`config.mk`:
```
export PLATFORM = sky130hd
export DESIGN_NAME = max_heap_priority_queue
export DESIGN_NICKNAME = d
export VERILOG_FILES = /design/src/hpq_pkg.sv /design/src/hpq_ram.sv /design/src/hpq_engine.sv /design/src/max_heap_priority_queue.sv
export SDC_FILE = /design/constraint.sdc
export NUM_CORES = 2
export LEC_CHECK = 0
export ABC_AREA = 1
export BUFFER_PORTS_ARGS = -buffer_cell sky130_fd_sc_hd__buf_2
export CAP_MARGIN = 20
export CELL_PAD_IN_SITES_DETAIL_PLACEMENT = 1
export CELL_PAD_IN_SITES_GLOBAL_PLACEMENT = 2
export CORE_MARGIN = 4
export CORE_UTILIZATION = 32
export CTS_CLUSTER_DIAMETER = 60
export DETAILED_ROUTE_END_ITERATION = 6
export MAX_ROUTING_LAYER = met4
export PLACE_DENSITY = 0.64
export SLEW_MARGIN = 20
export SYNTH_ARGS = -nofsm -noshare
export SYNTH_HDL_FRONTEND = slang
export SYNTH_HIERARCHICAL = 1
export SYNTH_SLANG_ARGS = --single-unit
export TNS_END_PERCENT = 5
```
`constraint.sdc`:
```
create_clock -name aclk -period 8.1 [get_ports aclk]
set_input_delay 0.405 -clock aclk [delete_from_list [all_inputs] [get_ports aclk]]
set_output_delay 0.405 -clock aclk [all_outputs]
set_load 0.02 [all_outputs]
```
`src/hpq_pkg.sv`:
```
// Shared types, codes and sizing constants for the max-heap priority queue.
package hpq_pkg;

    localparam int KEY_W            = 32;
    localparam int COUNT_W          = 7;
    localparam int STATUS_W         = 2;
    localparam int DEFAULT_CAPACITY = 64;

    // Request operation codes
    localparam logic OP_INSERT = 1'b0;
    localparam logic OP_DELETE = 1'b1;

    // Result status codes
    localparam logic [STATUS_W-1:0] ST_DONE  = 2'd0;
    localparam logic [STATUS_W-1:0] ST_EMPTY = 2'd1;
    localparam logic [STATUS_W-1:0] ST_FULL  = 2'd2;

    typedef struct packed {
        logic [STATUS_W-1:0]     status;
        logic signed [KEY_W-1:0] removed_value;
        logic                    top_valid;
        logic signed [KEY_W-1:0] top_value;
        logic [COUNT_W-1:0]      count;
    } hpq_result_t;

endpackage

```
`src/hpq_ram.sv`:
```
// Generic single-write, dual-read synchronous RAM with registered read data.
module hpq_ram #(
    parameter int WIDTH = 32,
    parameter int DEPTH = 64,
    localparam int AW   = (DEPTH > 1) ? $clog2(DEPTH) : 1
) (
    input  logic             aclk,
    input  logic             we,
    input  logic [AW-1:0]    waddr,
    input  logic [WIDTH-1:0] wdata,
    input  logic [AW-1:0]    raddr0,
    input  logic [AW-1:0]    raddr1,
    output logic [WIDTH-1:0] rdata0,
    output logic [WIDTH-1:0] rdata1
);

    logic [WIDTH-1:0] mem [DEPTH];

    always_ff @(posedge aclk) begin
        if (we) begin
            mem[waddr] <= wdata;
        end
        rdata0 <= mem[raddr0];
        rdata1 <= mem[raddr1];
    end

endmodule

```
`src/hpq_engine.sv`:
```
// Heap engine: sift-up / sift-down sequencer over the heap RAM.
module hpq_engine #(
    parameter int CAPACITY = hpq_pkg::DEFAULT_CAPACITY
) (
    input  logic                           aclk,
    input  logic                           aresetn,
    input  logic                           start,
    input  logic                           op,
    input  logic signed [hpq_pkg::KEY_W-1:0] value,
    output logic                           ready,
    output logic                           res_valid,
    input  logic                           res_ready,
    output hpq_pkg::hpq_result_t           res
);

    localparam int AW    = (CAPACITY > 1) ? $clog2(CAPACITY) : 1;
    localparam int IDX_W = $clog2(CAPACITY + 1);
    localparam int CW    = IDX_W + 1;
    localparam int KW    = hpq_pkg::KEY_W;

    typedef enum logic [2:0] {
        S_IDLE,
        S_UP_RD,
        S_UP_CMP,
        S_DN_LAST,
        S_DN_RD,
        S_DN_CMP,
        S_DONE
    } state_t;

    state_t                             state_reg, state_next;
    logic [IDX_W-1:0]                   idx_reg, idx_next;
    logic [IDX_W-1:0]                   cnt_reg, cnt_next;
    logic signed [KW-1:0]               val_reg, val_next;
    logic [hpq_pkg::STATUS_W-1:0]       status_reg, status_next;
    logic signed [KW-1:0]               removed_reg, removed_next;
    logic signed [KW-1:0]               root_reg;

    logic                               we;
    logic [AW-1:0]                      waddr, raddr0, raddr1;
    logic [KW-1:0]                      wdata, rdata0, rdata1;

    logic [CW-1:0]                      child_l, child_r, cnt_ext, cidx;
    logic                               take_r;
    logic signed [KW-1:0]               cdata;

    assign child_l = CW'(idx_reg) << 1;
    assign child_r = child_l + CW'(1);
    assign cnt_ext = CW'(cnt_reg);
    assign waddr   = AW'(idx_reg - IDX_W'(1));

    // larger child, left wins ties
    assign take_r = (child_r <= cnt_ext) && ($signed(rdata1) > $signed(rdata0));
    assign cdata  = take_r ? $signed(rdata1) : $signed(rdata0);
    assign cidx   = take_r ? child_r : child_l;

    hpq_ram #(
        .WIDTH (KW),
        .DEPTH (CAPACITY)
    ) u_ram (
        .aclk   (aclk),
        .we     (we),
        .waddr  (waddr),
        .wdata  (wdata),
        .raddr0 (raddr0),
        .raddr1 (raddr1),
        .rdata0 (rdata0),
        .rdata1 (rdata1)
    );

    always_comb begin
        state_next   = state_reg;
        idx_next     = idx_reg;
        cnt_next     = cnt_reg;
        val_next     = val_reg;
        status_next  = status_reg;
        removed_next = removed_reg;
        we           = 1'b0;
        wdata        = val_reg;
        raddr0       = '0;
        raddr1       = '0;

        unique case (state_reg)
            S_IDLE: begin
                if (start) begin
                    status_next  = hpq_pkg::ST_DONE;
                    removed_next = '0;
                    if (op == hpq_pkg::OP_INSERT) begin
                        if (cnt_reg == IDX_W'(CAPACITY)) begin
                            status_next = hpq_pkg::ST_FULL;
                            state_next  = S_DONE;
                        end else begin
                            cnt_next   = cnt_reg + IDX_W'(1);
                            idx_next   = cnt_reg + IDX_W'(1);
                            val_next   = value;
                            state_next = S_UP_RD;
                        end
                    end else begin
                        if (cnt_reg == '0) begin
                            status_next = hpq_pkg::ST_EMPTY;
                            state_next  = S_DONE;
                        end else begin
                            removed_next = root_reg;
                            raddr0       = AW'(cnt_reg - IDX_W'(1));
                            cnt_next     = cnt_reg - IDX_W'(1);
                            idx_next     = IDX_W'(1);
                            state_next   = S_DN_LAST;
                        end
                    end
                end
            end
            S_UP_RD: begin
                if (idx_reg == IDX_W'(1)) begin
                    we         = 1'b1;
                    state_next = S_DONE;
                end else begin
                    raddr0     = AW'((idx_reg >> 1) - IDX_W'(1));
                    state_next = S_UP_CMP;
                end
            end
            S_UP_CMP: begin
                we = 1'b1;
                if (val_reg > $signed(rdata0)) begin
                    wdata      = rdata0;
                    idx_next   = idx_reg >> 1;
                    state_next = S_UP_RD;
                end else begin
                    state_next = S_DONE;
                end
            end
            S_DN_LAST: begin
                val_next   = $signed(rdata0);
                state_next = S_DN_RD;
            end
            S_DN_RD: begin
                if (child_l > cnt_ext) begin
                    we         = 1'b1;
                    state_next = S_DONE;
                end else begin
                    raddr0     = AW'(child_l - CW'(1));
                    raddr1     = AW'(child_l);
                    state_next = S_DN_CMP;
                end
            end
            S_DN_CMP: begin
                we = 1'b1;
                if (cdata > val_reg) begin
                    wdata      = cdata;
                    idx_next   = IDX_W'(cidx);
                    state_next = S_DN_RD;
                end else begin
                    state_next = S_DONE;
                end
            end
            S_DONE: begin
                if (res_ready) begin
                    state_next = S_IDLE;
                end
            end
            default: state_next = S_IDLE;
        endcase
    end

    always_ff @(posedge aclk) begin
        if (!aresetn) begin
            state_reg <= S_IDLE;
            cnt_reg   <= '0;
        end else begin
            state_reg <= state_next;
            cnt_reg   <= cnt_next;
        end
        idx_reg     <= idx_next;
        val_reg     <= val_next;
        status_reg  <= status_next;
        removed_reg <= removed_next;
        // root mirror: copy of entry one
        if (we && waddr == '0) begin
            root_reg <= $signed(wdata);
        end
    end

    assign ready             = (state_reg == S_IDLE);
    assign res_valid         = (state_reg == S_DONE);
    assign res.status        = status_reg;
    assign res.removed_value = removed_reg;
    assign res.top_valid     = (cnt_reg != '0);
    assign res.top_value     = (cnt_reg != '0) ? root_reg : '0;
    assign res.count         = hpq_pkg::COUNT_W'(cnt_reg);

    a_cnt_bound: assert property (@(posedge aclk) disable iff (!aresetn)
        cnt_reg <= IDX_W'(CAPACITY))
        else $error("entry count above capacity");

    a_full_ok: assert property (@(posedge aclk) disable iff (!aresetn)
        (state_reg == S_DONE && status_reg == hpq_pkg::ST_FULL)
        |-> cnt_reg == IDX_W'(CAPACITY))
        else $error("insert refused while not full");

    a_empty_ok: assert property (@(posedge aclk) disable iff (!aresetn)
        (state_reg == S_DONE && status_reg == hpq_pkg::ST_EMPTY) |-> cnt_reg == '0)
        else $error("delete refused while not empty");

    a_write_in_sift: assert property (@(posedge aclk) disable iff (!aresetn)
        we |-> (state_reg != S_IDLE && state_reg != S_DONE && state_reg != S_DN_LAST))
        else $error("heap write outside sift");

    a_idx_nonzero: assert property (@(posedge aclk) disable iff (!aresetn)
        (state_reg == S_UP_RD || state_reg == S_UP_CMP || state_reg == S_DN_RD
         || state_reg == S_DN_CMP) |-> idx_reg != '0)
        else $error("heap index zero during sift");

endmodule

```
`src/max_heap_priority_queue.sv`:
```
// Top level of the max-heap priority queue: request intake and result register.
//
// Binary max-heap of signed 32-bit keys, CAPACITY entries deep, held in a
// synchronous dual-read RAM. A request with s_op = 0 inserts s_value; s_op = 1
// removes the maximum. Every request yields exactly one result: status (0 done,
// 1 delete refused on empty heap, 2 insert refused on full heap), the removed
// key (zero unless a delete succeeded), the new maximum with its valid flag, and
// the entry count (low 7 bits). One request is in work at a time. A refused
// request goes straight to the result. An insert or delete moves its key at
// most log2(CAPACITY) levels; each level is a RAM read followed by a
// compare/write-back, and a delete first reads the last entry to sink from
// the root. The maximum is mirrored in a register, so reading it costs no
// RAM access. The result register frees the engine as soon as a result is
// parked in it, so the next request is taken while the previous result waits
// on m_ready. No RAM clearing pass is needed after reset: entries beyond the
// count never reach a result.
module max_heap_priority_queue #(
    parameter int CAPACITY = hpq_pkg::DEFAULT_CAPACITY
) (
    input  logic                                aclk,
    input  logic                                aresetn,
    input  logic                                s_valid,
    output logic                                s_ready,
    input  logic                                s_op,
    input  logic signed [hpq_pkg::KEY_W-1:0]    s_value,
    output logic                                m_valid,
    input  logic                                m_ready,
    output logic [hpq_pkg::STATUS_W-1:0]        m_status,
    output logic signed [hpq_pkg::KEY_W-1:0]    m_removed_value,
    output logic                                m_top_valid,
    output logic signed [hpq_pkg::KEY_W-1:0]    m_top_value,
    output logic [hpq_pkg::COUNT_W-1:0]         m_count
);

    logic                 eng_ready;
    logic                 eng_res_valid;
    logic                 eng_res_ready;
    hpq_pkg::hpq_result_t eng_res;

    logic                 m_valid_reg, m_valid_next;
    hpq_pkg::hpq_result_t res_reg;

    hpq_engine #(
        .CAPACITY (CAPACITY)
    ) u_engine (
        .aclk      (aclk),
        .aresetn   (aresetn),
        .start     (s_valid && eng_ready),
        .op        (s_op),
        .value     (s_value),
        .ready     (eng_ready),
        .res_valid (eng_res_valid),
        .res_ready (eng_res_ready),
        .res       (eng_res)
    );

    // Engine may hand over whenever the result slot is empty or draining.
    assign eng_res_ready = !m_valid_reg || m_ready;
    assign s_ready       = eng_ready;

    always_comb begin
        m_valid_next = m_valid_reg;
        if (eng_res_valid && eng_res_ready) begin
            m_valid_next = 1'b1;
        end else if (m_ready) begin
            m_valid_next = 1'b0;
        end
    end

    always_ff @(posedge aclk) begin
        if (!aresetn) begin
            m_valid_reg <= 1'b0;
        end else begin
            m_valid_reg <= m_valid_next;
        end
        if (eng_res_valid && eng_res_ready) begin
            res_reg <= eng_res;
        end
    end

    assign m_valid         = m_valid_reg;
    assign m_status        = res_reg.status;
    assign m_removed_value = res_reg.removed_value;
    assign m_top_valid     = res_reg.top_valid;
    assign m_top_value     = res_reg.top_value;
    assign m_count         = res_reg.count;

endmodule
```
==> results_dict.tcl <==
set metrics [dict create \
    status "complete, but fails checks" \
    violations "DRC, slew limit" \
    relSlewSlack_pct -290 \
    clk_latency_ps 950 \
    min_path_type "in -> reg" \
    synth_edf_count 2227 \
    critPathCaptureType "register" \
    worst_pin_slew_ps 5850 \
    synth_area_um2 115000 \
    htreeDepth 5 \
    gr-usage-all-layers_pct 30.9 \
    yosys_register_bits 2302 \
    p_leak_nw 49.2 \
    min_period_over_period_pct 84.7 \
    cap_violations 0 \
    tns_ps 0 \
    ant_nets 0 \
    hold_viol 0 \
    synth_ff_type "edfxtp_1" \
    instances_no_fill 17556 \
    drtIter0Drc 10887 \
    grt_overflow_total 0 \
    wire_per_inst_um 32.8 \
    yosysSeqAreaShare_pct 59.3 \
    drc 8 \
    vias 101684 \
    fmax_mhz 146 \
    cp_slowest_cell "nand3_4" \
    slowest_delay_ps 850 \
    cp_common_cell "nand2_1" \
    cts.sinks 2302 \
    first_pass_iters 7 \
    port_buffers 112 \
    layout_min_cycle_time_ps 6860 \
    rsz0062_at_grt "no" \
    clk_pin_slew_ps 50 \
    largest_reg_flops 2048 \
    tritoncts "built" \
    syn_area_per_cell_um2 9.06 \
    post_cts_buffers 0 \
    grt_pass1_wl_um 804000 \
    fill_cells 40764 \
    top_register "u_engine/u_ram/mem" \
    netlist_instances 12723 \
    worstPathRequired_ps 8380 \
    gp_congestion 0.888 \
    start_kind "register" \
    antenna_found_initial 31 \
    start_util_pct 32.1 \
    grt_max_degree 1026 \
    io_pins 113 \
    skew_ps 50.3 \
    die_h_um 608 \
    cp_num_buf_inv 5 \
    postSynth.asyncResetShare_pct 0 \
    path_class "reg -> reg" \
    cts.path.max_buffers 4 \
    critPathMaxFanout 65 \
    cts_root_buffer "clkbuf_16" \
    p_total_mw 54.5 \
    die-area_um2 370000 \
    cts_buffers 310 \
    drv_slew 869 \
    critPathArrivalTime_ps 7140 \
    coreArea_um2 359000 \
    place_hpwl_um 315000 \
    nets 12666 \
    post_cts_resized 0 \
    synthToLayoutAreaGrowth_pct 13.8 \
    peakVddDrop_uv 349 \
    drive_gt1_share_pct 8.11 \
    finalSetupViolCount 0 \
    place_inst 16959 \
    cp_top_family "simple AND/OR/NAND/NOR gates" \
    routed_wl_um 575000 \
    vias_per_cell 5.79 \
    p_per_area_nw_per_um2 415 \
    rows 220 \
    ys_warn_count 6 \
    cts_hold_buf 19 \
    grt_pass1_vias 103141 \
    ys_types 48 \
    die_w_um 608 \
    synth_nets 12869 \
]
[cells in the final DEF (no fill, tap or decap), types with 11 or more instances in the layout]
cell type / n
edfxtp_1: 2227
nor2_1: 144
ha_1: 109
clkinvlp_4: 22
clkinv_4: 13
clkinv_1: 48
nand3_4: 22
bufinv_16: 23
nand3_1: 3881
inv_6: 21
inv_2: 12
a21oi_1: 78
dlygate4sd3_1: 19
buf_2: 112
nor2_4: 66
clkbuf_1: 51
buf_4: 231
o21ai_0: 57
nand3_2: 16
buf_12: 55
nand2_1: 4783
a21oi_2: 11
clkbuf_16: 314
dfxtp_1: 75
clkinv_2: 47
nand4_1: 40
inv_1: 172
diode_2: 16
[cells in the mapped netlist, types with 2 or more instances]
cell      count  area, um^2
a21o_1        3        22.5
a21oi_1      79         395
a21oi_2      11        96.3
a221oi_1      2        17.5
a22oi_1       5        37.5
a31oi_1       5        31.3
buf_1        99         372
buf_2       521        2610
buf_4        91         683
buf_6        37         417
clkbuf_1    189         709
dfxtp_1      75        1500
edfxtp_1   2227       66900
ha_1        109        1360
inv_1       179         672
inv_2        14        52.6
inv_4         2        12.5
nand2_1    4784       18000
nand2_2       6        37.5
nand3_1    3912       19600
nand3_2       4        40.0
nand3_4       3        52.6
nand4_1      40         250
nor2_1      208         781
nor2_4        3        33.8
nor3_1        8        40.0
nor3_2        2        20.0
nor4_1        8        50.1
o21a_1        9        67.6
o21ai_0      57         285
o21ai_1       4        20.0
o221ai_1      6        52.6
xor2_1        6        52.6
[worst register-to-register path, cell delays in order, from the launching register on]
cell      delay (ps)
edfxtp_1         470
inv_1            580
ha_1             270
o21a_1           120
o21ai_0           80
nand2_1          370
nand2_1          120
inv_1            150
nand3_4          500
buf_4            420
nand2_1          100
nand2_1           70
ha_1             300
nand2_1           90
nor2_1           130
nand2_1           80
nor2_1           140
nand2_1           70
nand3_1           90
nand2_1           70
nand2_1           80
nand2_1           60
nand3_2           70
buf_4            400
nor2_1           130
buf_4            230
nand2_1          140
nand3_4          850
[cell families (layout without fill, tap and decap cells)]
group	Yosys count	in the layout	share of synthesized area, %
AO/OA/AOI/OAI	187	187	0.933
XOR/XNOR	6	6	0.0456
adder cells (fa/ha/maj)	109	109	1.18
buffers and inverters	1134	1178	4.81
flip-flops	2302	2302	59.3
other	1	17	0.00325
AND/OR/NAND/NOR	8984	8984	33.7
[per-layer routing]
metal	vias up	GRT usage [%]	routed length (um)
met5	-	-	0
met2	4009	47.7	262000
met3	1011	3.72	37200
met4	0	10.6	22100
li1	43711	-	-
met1	52953	42.2	254000
[power breakdown]
group          leakage (nW)  total (mW)  switching, mW  internal (mW)
clock                  4.83        13.7           5.71           7.95
combinational          23.7        24.3           19.0           5.35
sequential             20.7        16.5          0.428           16.1
total                  49.2        54.5           25.1           29.4
[cell type report]
class                           count  area [um^2]  area share, %
Multi-Input combinational cell   9287        42300           32.3
Timing Repair Buffer              423         3720           2.83
Antenna cell                       16         40.0         0.0305
Clock buffer                      369         8100           6.18
Clock inverter                    190         1860           1.42
Sequential cell                  2302        68400           52.1
Inverter                          196          812          0.619
Tap cell                         4773         5970           4.55
[through the flow]
step | setup slack, ps | cell area [um^2] | hold WS [ps] | util [%]
after floorplan | 2500 | 115000 | 400 | -
after global placement | 1370 | 121000 | 401 | 33.7
after detailed placement | 1450 | 121000 | 406 | 33.7
final | 1240 | 131000 | 80.2 | 36.6
after global routing | 885 | 131000 | 15.4 | 36.6
after CTS | 1390 | 131000 | 3.71 | 36.5
[path summary, 6_finish.rpt]
check	from	endpoint	slack [ps]	cells past startpoint
worst max-delay path	u_engine/idx_reg[0]	u_engine/u_ram/mem[4][13]	1240	27
worst min-delay path	s_value[22]	u_engine/val_reg[22]	80	3
worst max register to register	u_engine/idx_reg[0]	u_engine/u_ram/mem[4][13]	1240	27
worst min register to register	u_engine/removed_reg[31]	m_removed_value[31]	420	0
Note: power is estimated with default switching activity, not from simulation.
